$ cat src/rtl/core/assert_macros.svh
// Assertion macros for the RTL of this project.
`ifndef ASSERT_MACROS_SVH
`define ASSERT_MACROS_SVH
`ifndef SYNTHESIS
// Check that an antecedent always brings its consequent in the same cycle.
`define ASSERT_IMPLY(name, clk, rst_n, ante, cons) \
    name: assert property (@(posedge clk) disable iff (!(rst_n)) (ante) |-> (cons)) \
        else $error("implication check failed");
// Check that a condition never holds.
`define ASSERT_NEVER(name, clk, rst_n, cond) \
    name: assert property (@(posedge clk) disable iff (!(rst_n)) !(cond)) \
        else $error("forbidden condition seen");
`else
`define ASSERT_IMPLY(name, clk, rst_n, ante, cons)
`define ASSERT_NEVER(name, clk, rst_n, cond)
`endif
`endif

$ cat src/rtl/core/sdta_pkg.sv
// Types and constants of the signed decimal to ASCII converter.
package sdta_pkg;

    localparam int unsigned DIGITS_MAX = 10;
    localparam int unsigned IDX_W = 4;
    localparam int unsigned DIGIT_W = 4;
    localparam int unsigned VALUE_W = 32;
    localparam int unsigned CHAR_W = 8;
    localparam int unsigned QUEUE_DEPTH = 2;

    localparam logic [CHAR_W-1:0] ASCII_ZERO = 8'd48;
    localparam logic [CHAR_W-1:0] ASCII_NINE = 8'd57;
    localparam logic [CHAR_W-1:0] ASCII_MINUS = 8'd45;

    // Reciprocal of ten: q = (x * DIV10_MAGIC) >> DIV10_SHIFT is exact for 32-bit x
    localparam logic [VALUE_W-1:0] DIV10_MAGIC = 32'hCCCC_CCCD;
    localparam int unsigned DIV10_SHIFT = 35;

    // One converted number: sign, index of its leading digit, digits ones first
    typedef struct packed {
        logic                                neg;
        logic [IDX_W-1:0]                    top;
        logic [DIGITS_MAX-1:0][DIGIT_W-1:0]  digits;
    } entry_t;

    // Queue write side from the front
    typedef struct packed {
        logic   valid;
        entry_t entry;
    } push_t;

    // Queue fill status
    typedef struct packed {
        logic full;
        logic empty;
    } queue_status_t;

endpackage

$ cat src/rtl/core/sdta_back.sv
// Back end: walks a converted number and sends its characters one per cycle while the receiver is ready.
module sdta_back (
    input  logic                          aclk,
    input  logic                          aresetn,
    input  logic                          pop_valid,
    input  sdta_pkg::entry_t              pop_entry,
    output logic                          pop,
    output logic                          m_tvalid,
    input  logic                          m_tready,
    output logic [sdta_pkg::CHAR_W-1:0]   m_tdata,    // [7:0] character
    output logic                          m_tlast
);

    logic                                  cur_valid_reg;
    logic                                  neg_pend_reg;
    logic [sdta_pkg::IDX_W-1:0]            idx_reg;
    logic [sdta_pkg::DIGITS_MAX-1:0][sdta_pkg::DIGIT_W-1:0] digits_reg;
    logic                                  m_valid_reg;
    logic [sdta_pkg::CHAR_W-1:0]           m_char_reg;
    logic                                  m_last_reg;

    logic                                  out_free, emit, last_char;
    logic [sdta_pkg::CHAR_W-1:0]           char_next;

    assign m_tvalid  = m_valid_reg;
    assign m_tdata   = m_char_reg;
    assign m_tlast   = m_last_reg;

    assign out_free  = !m_valid_reg || m_tready;
    assign emit      = cur_valid_reg && out_free;
    assign last_char = !neg_pend_reg && (idx_reg == '0);
    assign pop       = pop_valid && (!cur_valid_reg || (emit && last_char));

    // Pick the sign or the current digit
    assign char_next = neg_pend_reg ? sdta_pkg::ASCII_MINUS :
                       sdta_pkg::ASCII_ZERO +
                       {{(sdta_pkg::CHAR_W - sdta_pkg::DIGIT_W){1'b0}}, digits_reg[idx_reg]};

    // Control state
    always_ff @(posedge aclk) begin
        if (!aresetn) begin
            cur_valid_reg <= 1'b0;
            m_valid_reg   <= 1'b0;
        end else begin
            if (out_free) begin
                m_valid_reg <= cur_valid_reg;
            end
            if (pop) begin
                cur_valid_reg <= 1'b1;
            end else if (emit && last_char) begin
                cur_valid_reg <= 1'b0;
            end
        end
    end

    // Load the next number or step to the next character
    always_ff @(posedge aclk) begin
        if (pop) begin
            neg_pend_reg <= pop_entry.neg;
            idx_reg      <= pop_entry.top;
            digits_reg   <= pop_entry.digits;
        end else if (emit) begin
            if (neg_pend_reg) begin
                neg_pend_reg <= 1'b0;
            end else if (idx_reg != '0) begin
                idx_reg <= idx_reg - 1'b1;
            end
        end
    end

    // Output register
    always_ff @(posedge aclk) begin
        if (emit) begin
            m_char_reg <= char_next;
            m_last_reg <= last_char;
        end
    end

endmodule

$ cat config.mk
export PLATFORM = sky130hd
export DESIGN_NAME = sdta_back
export DESIGN_NICKNAME = d
export VERILOG_FILES = /design/src/rtl/core/assert_macros.svh /design/src/rtl/core/sdta_pkg.sv /design/src/rtl/core/sdta_back.sv
export SDC_FILE = /design/constraint.sdc
export NUM_CORES = 1
export LEC_CHECK = 0
export ABC_AREA = 1
export CAP_MARGIN = 25
export CORE_MARGIN = 2
export CORE_UTILIZATION = 45
export DETAILED_ROUTE_END_ITERATION = 10
export DONT_BUFFER_PORTS = 1
export SLEW_MARGIN = 15
export SYNTH_ARGS = -nofsm -noshare
export SYNTH_HDL_FRONTEND = slang
export SYNTH_SLANG_ARGS = --single-unit
$ cat constraint.sdc
create_clock -name aclk -period 2.29 [get_ports aclk]
set_clock_uncertainty 0.1 [all_clocks]
set_input_delay 0.229 -clock aclk [delete_from_list [all_inputs] [get_ports aclk]]
set_output_delay 0.229 -clock aclk [all_outputs]
set_load 0.01 [all_outputs]
==> results of run 1 <==
==> layer usage <==
layer,wire length (um),vias up,global-route usage [%]
met5,0,-,0
met1,1711,683,19.55
li1,-,726,-
met2,2210,49,29.04
met4,65,0,6.548
met3,192,8,4.284
==> logic make-up after synthesis <==
| logic type | count (synthesis) |
|---|---|
| xor+xnor | 2 |
| other cells | 2 |
| fa+ha+maj | 2 |
| buf+inv | 29 |
| compound gates | 24 |
| flops | 53 |
| simple gates | 81 |
==> through the flow <==
step | std cells | setup slack, ns | cell area, um^2
final | 305 | 0.1467 | 2867
after global routing | 305 | 0.003181 | 2867
after CTS | 305 | 0.1098 | 2864
after detailed placement | 255 | 0.3138 | 2310
after global placement | 255 | 0.3999 | 2310
after floorplan | 194 | 0.3532 | 2262
==> path summary, 6_finish.rpt <==
check / start / to / slack (ns) / depth (start not counted)
setup / recovery: idx_reg[1]$_DFFE_PP_ / pop / 0.15 / 8
hold / removal: pop_entry[43] / idx_reg[3]$_DFFE_PP_ / 0.01 / 2
setup reg to reg: idx_reg[1]$_DFFE_PP_ / idx_reg[0]$_DFFE_PP_ / 0.35 / 8
hold reg to reg: cur_valid_reg$_SDFFE_PN0P_ / cur_valid_reg$_SDFFE_PN0P_ / 0.44 / 2
==> final cells by class <==
class                      count  area share, %
multi-input combinational    112          18.99
sequential                    53          54.82
timing repair buffer          45          15.45
inverter                      20          3.143
tap                           67          2.924
clock buffer                   5          2.401
clock inverter                 3          2.270
==> cell usage in the layout, fill, tap and decap left out, drive strengths merged, types with 3 or more instances in the layout <==
cell         netlist  routed
clkbuf             0       5
edfxtp            51      51
buf                9       3
nand2             46      46
nand3             12      12
nor2              23      23
o211ai             4       4
a21oi              8       8
inv               19      20
o21ai             12      12
dlygate4sd3        0      42
conb               2       3
==> power groups by stage <==
stage / Sequential [mW] / Clock [mW] / Combinational (mW)
floorplan: 1.22 / 0 / 0.263
finish: 1.22 / 0.726 / 0.373
global placement: 1.24 / 0 / 0.312
CTS: 1.22 / 0.730 / 0.375
global route: 1.23 / 0.767 / 0.429
detailed placement: 1.24 / 0 / 0.318
==> what timing repair did <==
item / in CTS / in global routing
endpoints found under the hold margin: 43 / 0
hold buffers: 42 / 0
resized for setup: 0 / 1
endpoints found under the setup margin: 0 / 1
==> worst max-delay path: stages (launching register included) <==
cell	delay, ns
edfxtp_1	0.41
inv_1	0.18
ha_1	0.22
nand3_4	0.09
nor2_4	0.10
nand2_2	0.07
nand2_4	0.07
nand2_4	0.09
inv_8	0.24
==> metrics.yaml, run 1 <==
run_status:
  outcome: "finished clean"
layout:
  ff_latch_area_um2: 1572
  fillCellCount: 404
  layout-drive-gt1-share_pct: 8.403
  multi_input_area_um2: 544.3
  fin_nets: 288
  area.growth.synth_to_final_pct: 26.93
  final_util_pct: 59.90
  n_antenna_cell: 0
  largest_register_ffs: 40
yosys:
  syn_area_per_cell_um2: 11.70
  ys_ff_latch: 53
  synth_edf_count: 51
  yosysTopAreaCellShare_pct: 67.81
  synth-compound-area-share_pct: 5.928
  synth_top_family_by_area: "simple AND/OR/NAND/NOR gates"
  yosys-top-cells-count: "51 x edfxtp_1, 43 x nand2_1, 22 x nor2_1, 17 x inv_1, 12 x o21ai_0"
  synth-main-ff-cell: "edfxtp_1"
  synth.largest_area_cell: "edfxtp_1"
  synthCells: 193
  synthAdderAreaFrac_pct: 1.108
  synth-simple-area-share_pct: 15.79
  synth_xor_area_share_pct: 0.7756
  synth_mux_area_share_pct: 0
  syn-cell-area_um2: 2258
  synth_async_sr_flop_share_pct: 0
  ys_warn_count: 0
  yosysUniqueCellTypes: 23
  synth.area.top_cells: "edfxtp_1 68%, nand2_1 7.1%, nor2_1 3.7%"
  yosysMostFrequentCell: "edfxtp_1"
  yosysSeqAreaShare_pct: 69.58
clocking:
  cts_setup_buffers: 0
  clk_pin_slew_ns: 0.09
  htreeDepth: 2
  cts_tree: "built"
  clk_path_buf_depth: 2
  clk_latency_ns: 0.30
  cts_buffers: 5
  cts_root_buffer: "clkbuf_8"
  clock_sinks: 53
floorplan:
  initial_core_util_pct: 47.19
  fp.dieH_um: 74.84
  fp.dieW_um: 74.84
  io_pins: 60
  row_count: 25
  dieArea_um2: 5601
  coreArea_um2: 4786
detailed_routing:
  drc_errors: 0
  ant_nets: 0
  wl_per_cell_um: 13.70
  routed_via_density: 4.807
  firstDrtPassIters: 4
  wl_um: 4180
  num_vias: 1466
  drt_iter0_markers: 104
sta:
  rsz0062_at_grt: "false"
  max_freq_mhz: 466.6
  timing.final.crit_share_pct: 93.59
  min_period_ns: 2.143
  hold_viol_final: 0
  setup_viol: 0
  slew_viol_final: 0
  fin_setup_tns_ns: 0
  holdWs_ns: 0.01320
flow_run:
  drv_cap: 0
grt:
  overflow: 0
  antenna_found_initial: 0
  grt_pass1_wl_um: 6624
  grt_start_max_net_pins: 46
  grt_usage_pct: 16.60
  grt_pass1_vias: 1433
pwr:
  p_leak_nw: 1.127
  p_clk_share_pct: 31.3
  internal_power_mw: 1.754
  comb_power_share_pct: 16.1
  p_seq_share_pct: 52.5
  p_switching_mw: 0.5616
  power_density_nw_per_um2: 807.9
  total_power_mw: 2.316
  ir_worst_vdd_uv: 498.0
  switching_share_pct: 24.25
worst_setup_path:
  critPathLaunchType: "flop"
  cp-end-kind: "output port"
  crit_fanout: 45
  crit_arrival_ns: 1.81
  crit_required_ns: 1.96
  critical_path_class: "flop to output port"
placed_design:
  port_buffers: 0
  routabilityCongestion: 0.9421
  dpl.hpwl_um: 2788
min_path:
  hp-class: "input port to flop"
Power figures use the tool's default switching activity.
==> run 2, diff against run 1 <==
Settings changed: GPL_TIMING_DRIVEN set to 0, PLACE_DENSITY set to 0.63.
==> metrics.yaml, run 2 (synthesis results as in run 1) <==
grt:
  overflow: 0
  grt_pass1_vias: 1504
  grt_usage_pct: 17.53
  antenna_found_initial: 0
  grt_pass1_wl_um: 7100
  grt_start_max_net_pins: 46
layout:
  final_common_cell: "edfxtp_1"
  largest_register_ffs: 40
  most-common-layout-cells: "51 x edfxtp_1, 43 x nand2_1, 42 x dlygate4sd3_1, 22 x nor2_1, 16 x inv_1"
  layout-drive-gt1-share_pct: 11.43
  fin_nets: 295
  fillCellCount: 393
  final_util_pct: 60.58
  n_antenna_cell: 0
  area.growth.synth_to_final_pct: 28.37
worst_setup_path:
  crit_required_ns: 1.96
  cp-end-kind: "output port"
  crit_arrival_ns: 1.84
  crit_fanout: 23
  critical_path_class: "flop to output port"
  critPathLaunchType: "flop"
clocking:
  htreeDepth: 2
  clk_latency_ns: 0.30
  cts_buffers: 5
  clk_pin_slew_ns: 0.09
  clock_sinks: 53
  cts_tree: "built"
  clk_path_buf_depth: 2
  cts_root_buffer: "clkbuf_8"
sta:
  timing.final.crit_share_pct: 94.51
  min_period_ns: 2.164
  setup_viol: 0
  holdWs_ns: 0.01056
  slew_viol_final: 0
  max_freq_mhz: 462.0
  fin_setup_tns_ns: 0
  layout_setup_ws_ns: 0.1257
  rsz0062_at_grt: "false"
  hold_viol_final: 0
floorplan:
  fp.dieW_um: 74.84
  initial_core_util_pct: 47.19
  dieArea_um2: 5601
  io_pins: 60
  row_count: 25
  fp.dieH_um: 74.84
  coreArea_um2: 4786
placed_design:
  routabilityCongestion: 0.8103
  port_buffers: 0
  dpl.hpwl_um: 2812
  pre_cts_ws_ns: 0.04117
detailed_routing:
  wl_met2_um: 2444
  drt-met1-wl_um: 1713
  ant_nets: 0
  firstDrtPassIters: 4
  wl_um: 4451
  drt_iter0_markers: 64
  route.met3.wl_um: 198
  num_vias: 1526
  routed.top_layer: "met4"
  routed_via_density: 4.891
  drc_errors: 0
  wl_per_cell_um: 14.27
pwr:
  p_leak_nw: 1.142
  ir_worst_vdd_uv: 516.3
  total_power_mw: 2.110
  power_density_nw_per_um2: 727.8
flow_run:
  drv_cap: 0
run_status:
  outcome: "finished clean"
min_path:
  hp-class: "input port to flop"
## run 2: path summary, 6_finish.rpt
check / startpoint / end / slack, ns / cells past startpoint
hold reg to reg: cur_valid_reg$_SDFFE_PN0P_ / m_tvalid$_SDFFE_PN0P_ / 0.44 / 2
hold / removal: pop_entry[40] / idx_reg[0]$_DFFE_PP_ / 0.01 / 2
setup reg to reg: idx_reg[0]$_DFFE_PP_ / idx_reg[3]$_DFFE_PP_ / 0.21 / 9
setup / recovery: idx_reg[0]$_DFFE_PP_ / pop / 0.13 / 9
## run 2: routing by layer
| layer | up-vias | GRT usage (%) |
|---|---|---|
| met5 | - | 0 |
| met4 | 0 | 6.944 |
| met3 | 12 | 4.953 |
| met2 | 50 | 30.60 |
| met1 | 724 | 20.43 |
| li1 | 740 | - |
## run 2: timing repair
item | 4_1_cts | 5_1_grt
endpoints found under the setup margin | 1 | 1
hold buffers | 42 | 0
resized for setup | 3 | 4
gates cloned | 0 | 1
pin swaps | 0 | 0
buffers inserted | 0 | 0
hold endpoints to repair | 43 | 0
## run 2: cell type report
| class | instances | area (um^2) | area share [%] |
|---|---|---|---|
| sequential | 53 | 1572 | 54.21 |
| multi-input combinational | 112 | 555.5 | 19.16 |
| timing repair buffer | 42 | 420.4 | 14.50 |
| inverter | 20 | 108.9 | 3.755 |
| tap | 67 | 83.83 | 2.892 |
| clock buffer | 6 | 72.57 | 2.503 |
| buffer | 9 | 65.06 | 2.244 |
| timing repair inverter | 1 | 11.26 | 0.3884 |
| clock inverter | 2 | 10.01 | 0.3453 |
## run 2: power breakdown
| group | total (mW) | switching [mW] | leakage [nW] | internal [mW] |
|---|---|---|---|---|
| clock network | 0.489 | 0.277 | 0.0450 | 0.212 |
| logic | 0.406 | 0.238 | 0.591 | 0.168 |
| registers | 1.21 | 0.0446 | 0.505 | 1.17 |
| total | 2.11 | 0.560 | 1.14 | 1.55 |
## run 2: critical path, cell delays in order, from the launching register on
cell and delay, ns:
edfxtp_1 0.44, inv_2 0.12, buf_6 0.15, ha_2 0.21, nand3_4 0.09, nor2_4 0.11
nand2_2 0.07, nand2_4 0.09, nand2_8 0.12, clkinv_16 0.11
## run 2: through the flow
step	area (um^2)	std cells
6_report	2899	312
5_1_grt	2899	312
4_1_cts	2873	311
3_5_place_dp	2346	261
3_3_place_gp	2346	261
2_1_floorplan	2262	194
