===== config.mk =====
export PLATFORM = sky130hd
export DESIGN_NAME = sdta_queue
export DESIGN_NICKNAME = d
export VERILOG_FILES = /design/src/rtl/core/assert_macros.svh /design/src/rtl/core/sdta_pkg.sv /design/src/rtl/core/sdta_queue.sv
export SDC_FILE = /design/constraint.sdc
export NUM_CORES = 1
export LEC_CHECK = 0
export BUFFER_PORTS_ARGS = -buffer_cell sky130_fd_sc_hd__buf_2
export CAP_MARGIN = 20
export CORE_ASPECT_RATIO = 0.75
export CORE_MARGIN = 3
export CORE_UTILIZATION = 54
export DETAILED_ROUTE_END_ITERATION = 8
export GPL_ROUTABILITY_DRIVEN = 0
export PLACE_DENSITY = 0.84
export SLEW_MARGIN = 20
export SYNTH_ARGS = -nofsm -noshare
export SYNTH_HDL_FRONTEND = slang
export SYNTH_SLANG_ARGS = --single-unit

===== constraint.sdc =====
create_clock -name aclk -period 6.5 [get_ports aclk]
set_input_delay 0 -clock aclk [delete_from_list [all_inputs] [get_ports aclk]]
set_output_delay 0 -clock aclk [all_outputs]
set_load 0.01 [all_outputs]

===== src/rtl/core/assert_macros.svh =====
// Assertion macros for the RTL of this project.
`ifndef ASSERT_MACROS_SVH
`define ASSERT_MACROS_SVH
`ifndef SYNTHESIS
// Check that an antecedent always brings its consequent in the same cycle.
`define ASSERT_IMPLY(name, clk, rst_n, ante, cons) \
    name: assert property (@(posedge clk) disable iff (!(rst_n)) (ante) |-> (cons)) \
        else $error("implication check failed");
// Check that a condition never holds.
`define ASSERT_NEVER(name, clk, rst_n, cond) \
    name: assert property (@(posedge clk) disable iff (!(rst_n)) !(cond)) \
        else $error("forbidden condition seen");
`else
`define ASSERT_IMPLY(name, clk, rst_n, ante, cons)
`define ASSERT_NEVER(name, clk, rst_n, cond)
`endif
`endif


===== src/rtl/core/sdta_pkg.sv =====
// Types and constants of the signed decimal to ASCII converter.
package sdta_pkg;

    localparam int unsigned DIGITS_MAX = 10;
    localparam int unsigned IDX_W = 4;
    localparam int unsigned DIGIT_W = 4;
    localparam int unsigned VALUE_W = 32;
    localparam int unsigned CHAR_W = 8;
    localparam int unsigned QUEUE_DEPTH = 2;

    localparam logic [CHAR_W-1:0] ASCII_ZERO = 8'd48;
    localparam logic [CHAR_W-1:0] ASCII_NINE = 8'd57;
    localparam logic [CHAR_W-1:0] ASCII_MINUS = 8'd45;

    // Reciprocal of ten: q = (x * DIV10_MAGIC) >> DIV10_SHIFT is exact for 32-bit x
    localparam logic [VALUE_W-1:0] DIV10_MAGIC = 32'hCCCC_CCCD;
    localparam int unsigned DIV10_SHIFT = 35;

    // One converted number: sign, index of its leading digit, digits ones first
    typedef struct packed {
        logic                                neg;
        logic [IDX_W-1:0]                    top;
        logic [DIGITS_MAX-1:0][DIGIT_W-1:0]  digits;
    } entry_t;

    // Queue write side from the front
    typedef struct packed {
        logic   valid;
        entry_t entry;
    } push_t;

    // Queue fill status
    typedef struct packed {
        logic full;
        logic empty;
    } queue_status_t;

endpackage


===== src/rtl/core/sdta_queue.sv =====
// Short queue of converted numbers between front and back.
module sdta_queue #(
    parameter int unsigned DEPTH = sdta_pkg::QUEUE_DEPTH
) (
    input  logic                    aclk,
    input  logic                    aresetn,
    input  sdta_pkg::push_t         push,
    output logic                    push_ready,
    output logic                    pop_valid,
    output sdta_pkg::entry_t        pop_entry,
    input  logic                    pop,
    output sdta_pkg::queue_status_t status
);

    localparam int unsigned PTR_W = (DEPTH > 1) ? $clog2(DEPTH) : 1;
    localparam int unsigned CNT_W = $clog2(DEPTH + 1);
    localparam logic [PTR_W-1:0] LAST_PTR = PTR_W'(DEPTH - 1);
    localparam logic [CNT_W-1:0] FULL_CNT = CNT_W'(DEPTH);

    sdta_pkg::entry_t   mem [DEPTH];
    logic [PTR_W-1:0]   wr_ptr_reg, rd_ptr_reg;
    logic [CNT_W-1:0]   count_reg;
    logic               do_push, do_pop;

    assign status.full  = (count_reg == FULL_CNT);
    assign status.empty = (count_reg == '0);
    assign push_ready   = !status.full;
    assign pop_valid    = !status.empty;
    assign pop_entry    = mem[rd_ptr_reg];
    assign do_push      = push.valid && push_ready;
    assign do_pop       = pop && pop_valid;

    // Store the entry
    always_ff @(posedge aclk) begin
        if (do_push) begin
            mem[wr_ptr_reg] <= push.entry;
        end
    end

    // Advance pointers and fill count
    always_ff @(posedge aclk) begin
        if (!aresetn) begin
            wr_ptr_reg <= '0;
            rd_ptr_reg <= '0;
            count_reg  <= '0;
        end else begin
            if (do_push) begin
                wr_ptr_reg <= (wr_ptr_reg == LAST_PTR) ? '0 : wr_ptr_reg + 1'b1;
            end
            if (do_pop) begin
                rd_ptr_reg <= (rd_ptr_reg == LAST_PTR) ? '0 : rd_ptr_reg + 1'b1;
            end
            if (do_push && !do_pop) begin
                count_reg <= count_reg + 1'b1;
            end else if (do_pop && !do_push) begin
                count_reg <= count_reg - 1'b1;
            end
        end
    end

endmodule


==> reports/results.ini, run 1 <==
[place]
pre_cts_ws_ns=4.57
dp_hpwl_um=3770
dpl.cell_count=337
port_buffers=97

[detailed_routing]
vias=1976
drt_pass1_iterations=4
routedWlPerCell_um=16.4
drc=0
via_per_inst=4.95
drtIter0Drc=85
ant_nets=0
wirelength_um=6560

[floorplan]
core-area_mm2=0.00601
start_util_pct=57.9
die_x_um=98.7
die_h_um=75.5
rows=24
ios=98
die_area_mm2=0.00745

[synthesis]
yosysWarnings=0
synth_edf_count=90
netlist_area_mm2=0.00348
ys_ff_latch=95
synthTopCellsByArea=edfxtp_1 (78%), mux2_2 (15%), dfxtp_1 (2.9%), buf_2 (0.72%), and2_1 (0.54%)
yosysMostFrequentCell=edfxtp_1
synth_common_cells=edfxtp_1 (90), mux2_2 (45), buf_2 (5), dfxtp_1 (5), and2_1 (3)
syn_area_per_cell_um2=20.9
synth_top_cell_area_share_pct=77.7
syn-instance-count=166
ys_async_sr_fraction_pct=0
synth_nets=216
yosys.area.top_type=edfxtp_1
synth_flop_cell=edfxtp_1
ys_seq_area_share_pct=80.6
synthDistinctLibCells=21

[run_status]
status=completed

[clocking]
cts-root-buf=clkbuf_8
cts_buffers=9
htreeDepth=3
clkSinkCount=95
cts_setup_buffers=0
clk_pin_slew_ns=0.09
clk_latency_ns=0.35
cts_tree=yes
cts.path.max_buffers=2

[worst_setup_path]
worstPathArrival_ns=1.96
cp_num_cells=4
critPathLaunchType=flop
r2r_end=mem[0][18]
max_stage_delay_ns=0.52
cp-end-kind=flop
r2r_cells=4
critPathSlowestCell=buf_4
crit_fanout=38
path_delay_family=buffers and inverters
path_class=flop to flop
rr_startpoint=count_reg[0]
path_cells=nand2b_2 > inv_2 > nor3_4 > buf_4
required_ns=6.50
rrSetupSlack_ns=4.54
path_buf_inv=2

[grt]
grt_overflow=0
use_met3_pct=5.67
antenna_found_initial=0
grt_max_degree=46
grt_pass1_wl_um=10100
grt_pass1_vias=2002
grt-busiest-layer=met2
met2_usage_pct=31.2
met1_usage_pct=23.1
grt_usage_pct=18.3

[timing]
finalHoldViolCount=0
timing.final.crit_share_pct=30.2
hold_slack_ns=0.0854
fmax_mhz=510
setup-violations-final=0
relSlewSlack_pct=32.0
finalSetupTns_ns=0
worstMarginPinSlew_ns=1.02
rsz0062_at_grt=no
period_needed_ns=1.96
fin_skew_ns=0.0108
fin_ws_ns=4.54
slew_violations=0

[cells_and_area]
antenna_cells=0
stdcell_count=399
final_util_pct=78.4
drive_above_1_share_pct=51.1
fin_nets=366
syn_to_final_growth_pct=35.4
largest_reg_flops=90

[hold_path]
min_to=wr_ptr_reg
min_from=push[45]
whs_path_depth=3
hp-class=input pin to flop

[power_and_ir_drop]
p_switching_w=0.000462
leakage_nw=1.80
seqPwrFrac_pct=51.1
power.density_mw_per_mm2=347
p_clk_share_pct=22.9
combPwrFrac_pct=26.0
peakVddDrop_v=0.000292
intPower_w=0.00117
p_sw_share_pct=28.3

[flow_run]
cap_violations=0

-- what timing repair did --
item	CTS	global route
hold buffers	46	0
hold endpoints to repair	95	0
gates resized for setup	0	0
-- per-stage QoR --
stage / power [W] / instance area [um2]
after detailed placement: 0.00125 / 4050
final: 0.00163 / 4710
after global placement: 0.00124 / 4050
after floorplan: 0.00109 / 3480
after CTS: 0.00164 / 4710
after global routing: 0.00172 / 4710
-- kinds of logic after synthesis --
group	after synthesis	synth area share, %
AO/OA/AOI/OAI	5	0.936
XOR/XNOR	3	0.756
adder cells (fa/ha/maj)	1	0.360
buffers and inverters	8	1.04
flip-flops	95	80.6
multiplexers	45	14.6
AND/OR/NAND/NOR	9	1.73
-- power by group through the flow --
stage	registers [W]	logic [W]	clock network (W)
after floorplan	0.000803	0.000284	0
after global placement	0.000841	0.000395	0
after detailed placement	0.000847	0.000400	0
after CTS	0.000834	0.000425	0.000384
after global routing	0.000847	0.000460	0.000411
final	0.000833	0.000425	0.000374
-- placed cells by master (no fill, tap or decap), drive strengths merged --
master,n
buf,98
edfxtp,90
dlygate4sd3,46
mux2,45
clkbuf,9
dfxtp,5
inv,5
clkinv,4
and2,3
xnor2,2
o21ai,2
a21boi,2
nand2b,1
nor2,1
or2,1
and3,1
nor3,1
o21a,1
xor2,1
or3,1
ha,1
bufinv,1
-- final cells by class --
| cell class | instances | area [um2] |
|---|---|---|
| Inverter | 3 | 11.3 |
| Tap cell | 78 | 97.6 |
| Clock inverter | 7 | 70.1 |
| Timing Repair Buffer | 144 | 953 |
| Fill cell | 339 | 1300 |
| Sequential cell | 95 | 2810 |
| Clock buffer | 9 | 124 |
| Multi-Input combinational cell | 63 | 646 |
-- worst max path at each step --
| stage | startpoint | end |
|---|---|---|
| after floorplan | count_reg[0] | mem[0][0] |
| after global placement | count_reg[0] | mem[1][4] |
| after detailed placement | count_reg[0] | mem[0][44] |
| after CTS | flop | pop_entry[12] |
| after global routing | count_reg[0] | mem[0][13] |
| final | count_reg[0] | mem[0][18] |
-- layer usage --
| layer | wire, um | up-vias |
|---|---|---|
| met1 | 2830 | 944 |
| met5 | 0 | - |
| met3 | 389 | 11 |
| li1 | - | 944 |
| met4 | 80 | 0 |
| met2 | 3260 | 77 |
-- tightest hold or removal path, cell delays in order --
cell      delay, ns
buf_2          0.11
a21boi_0       0.10
o21a_1         0.18
No activity file was read; power rests on OpenSTA's default activity.
==> inputs of run 2 (changes only) <==
--- a/config.mk
+++ b/config.mk
@@ -9,10 +9,10 @@
 export CAP_MARGIN = 20
 export CORE_ASPECT_RATIO = 0.75
 export CORE_MARGIN = 3
-export CORE_UTILIZATION = 54
+export CORE_UTILIZATION = 46
 export DETAILED_ROUTE_END_ITERATION = 8
 export GPL_ROUTABILITY_DRIVEN = 0
-export PLACE_DENSITY = 0.84
+export PLACE_DENSITY = 0.77
 export SLEW_MARGIN = 20
 export SYNTH_ARGS = -nofsm -noshare
 export SYNTH_HDL_FRONTEND = slang
==> constraint.sdc (replaced) <==
create_clock -name aclk -period 1.7 [get_ports aclk]
set_input_delay 0 -clock aclk [delete_from_list [all_inputs] [get_ports aclk]]
set_output_delay 0 -clock aclk [all_outputs]
set_load 0.01 [all_outputs]
==> reports/results.ini, run 2 (synthesis gave the netlist of run 1 again) <==
[floorplan]
start_util_pct=49.3  ; was 57.9%
die_area_mm2=0.00865  ; was 0.00745 mm2
ios=98  ; unchanged
rows=26  ; was 24
core-area_mm2=0.00706  ; was 0.00601 mm2
die_x_um=106  ; was 98.7 um
die_h_um=81.3  ; was 75.5 um

[clocking]
clkSinkCount=95  ; unchanged
clk_latency_ns=0.35  ; about the same
clk_pin_slew_ns=0.07  ; was 0.09 ns
cts_buffers=9  ; unchanged
holdBufCountCts=46  ; unchanged
htreeDepth=3  ; unchanged
cts-root-buf=clkbuf_8  ; unchanged
cts_setup_buffers=0  ; unchanged
cts.path.max_buffers=2  ; unchanged
post_cts_resized=0  ; unchanged
cts_tree=yes  ; unchanged

[detailed_routing]
routedWlPerCell_um=16.0  ; was 16.4 um
drtIter0Drc=97  ; was 85
drt_pass1_iterations=4  ; unchanged
wirelength_um=6730  ; was 6560 um
ant_nets=0  ; unchanged
via_per_inst=4.74  ; was 4.95
drc=0  ; unchanged
vias=1991  ; was 1976

[timing]
worstMarginPinSlew_ns=0.356  ; was 1.02 ns
fin_skew_ns=0.00618  ; was 0.0108 ns
period_needed_ns=1.55
timing.final.crit_share_pct=91.2
slew_violations=0  ; unchanged
fin_ws_ns=0.150  ; was 4.54 ns
relSlewSlack_pct=76.2  ; was 32.0%
fmax_mhz=645
setup-violations-final=0  ; unchanged
finalHoldViolCount=0  ; unchanged
rsz0062_at_grt=no  ; unchanged

[worst_setup_path]
required_ns=1.70  ; was 6.50 ns
worstPathArrival_ns=1.55  ; was 1.96 ns
path_class=flop to output port  ; was flop to flop
cp-end-kind=output port  ; was flop
critPathLaunchType=flop  ; unchanged
max_stage_delay_ns=0.40  ; was 0.52 ns
critPathSlowestCell=mux2_2  ; was buf_4
crit_fanout=26  ; was 38
path_cells=buf_4 > mux2_2 > buf_2  ; was nand2b_2 > inv_2 > nor3_4 > buf_4

[place]
placed_cell_area_mm2=0.00413  ; was 0.00405 mm2
port_buffers=97  ; unchanged
dp_hpwl_um=3850  ; was 3770 um
pre_cts_ws_ns=0.185  ; was 4.57 ns

[cells_and_area]
layout_common_cells=buf_2 (97), edfxtp_1 (90), dlygate4sd3_1 (46)  ; unchanged
final_util_pct=67.6  ; was 78.4%
drive_above_1_share_pct=51.2  ; was 51.1%
final_area_mm2=0.00477  ; was 0.00471 mm2
layout_commonest_cell=buf_2  ; unchanged
syn_to_final_growth_pct=37.2  ; was 35.4%
nFillCells=477  ; was 339
largest_reg_flops=90  ; unchanged
fin_nets=369  ; was 366
antenna_cells=0  ; unchanged

[run_status]
status=completed  ; unchanged

[grt]
antenna_found_initial=0  ; unchanged
grt_pass1_vias=2178  ; was 2002
grt_pass1_wl_um=10800  ; was 10100 um
grt_max_degree=47  ; was 46
grt_overflow=0  ; unchanged
grt_usage_pct=17.0  ; was 18.3%

[power_and_ir_drop]
p_sw_share_pct=27.5  ; was 28.3%
leakage_nw=1.80  ; about the same
intPower_w=0.00450  ; was 0.00117 W
p_clk_share_pct=21.4  ; was 22.9%
seqPwrFrac_pct=48.9  ; was 51.1%
power.density_mw_per_mm2=1300  ; was 347 mW/mm2
combPwrFrac_pct=29.6  ; was 26.0%
peakVddDrop_v=0.000883  ; was 0.000292 V
p_switching_w=0.00170  ; was 0.000462 W

[hold_path]
hp-class=input pin to flop  ; unchanged

[flow_run]
cap_violations=0  ; unchanged

[run 2: final cells by class]
class                      instances  area [um2]  share of cell area, %
clock buffer                      10         128                   2.68
clock inverter                     4        48.8                   1.02
inverter                           3        13.8                  0.289
multi-input combinational         63         651                   13.6
sequential                        95        2810                   58.8
tap                               98         123                   2.57
timing repair buffer             147        1000                   21.0
[run 2: per-stage QoR]
step	total power, W	hold slack (ns)	instances	TNS, ns
2_1_floorplan	0.00418	0.0989	166	-19.40
3_3_place_gp	0.00481	0.187	360	0
3_5_place_dp	0.00486	0.191	360	0
4_1_cts	0.00628	0.0346	420	0
5_1_grt	0.00655	0.0643	420	0
6_report	0.00621	0.0518	420	0
[run 2: path summary, 6_finish.rpt]
kind,slack (ns),to,cells past startpoint,startpoint
max,0.15,pop_entry[23],3,flop
min reg2reg,0.55,count_reg[1],2,count_reg[1]
min,0.05,wr_ptr_reg,3,push[45]
max reg2reg,0.18,count_reg[1],6,count_reg[0]
[run 2: critical path: cells and delay by family (launching register included)]
kind     cells  cell delay, ns
buf+inv      2            0.47
mux          1            0.40
flops        1            0.33
[run 2: per-layer routing]
metal  wire [um]  vias up  part of all wire (%)  track usage [%]
li1            -      945                     -                -
met1        2870      965                    43             19.9
met2        3280       73                    49             29.1
met3         515        8                   7.7             7.47
met4          63        0                  0.94             3.88
met5           0        -                     0                0
[run 2: power groups by stage]
stage	combinational, W	sequential, W	clock (W)
after floorplan	0.00111	0.00307	0
after detailed placement	0.00176	0.00309	0
after CTS	0.00185	0.00304	0.00138
final	0.00184	0.00304	0.00133
after global placement	0.00174	0.00307	0
after global routing	0.00201	0.00307	0.00147
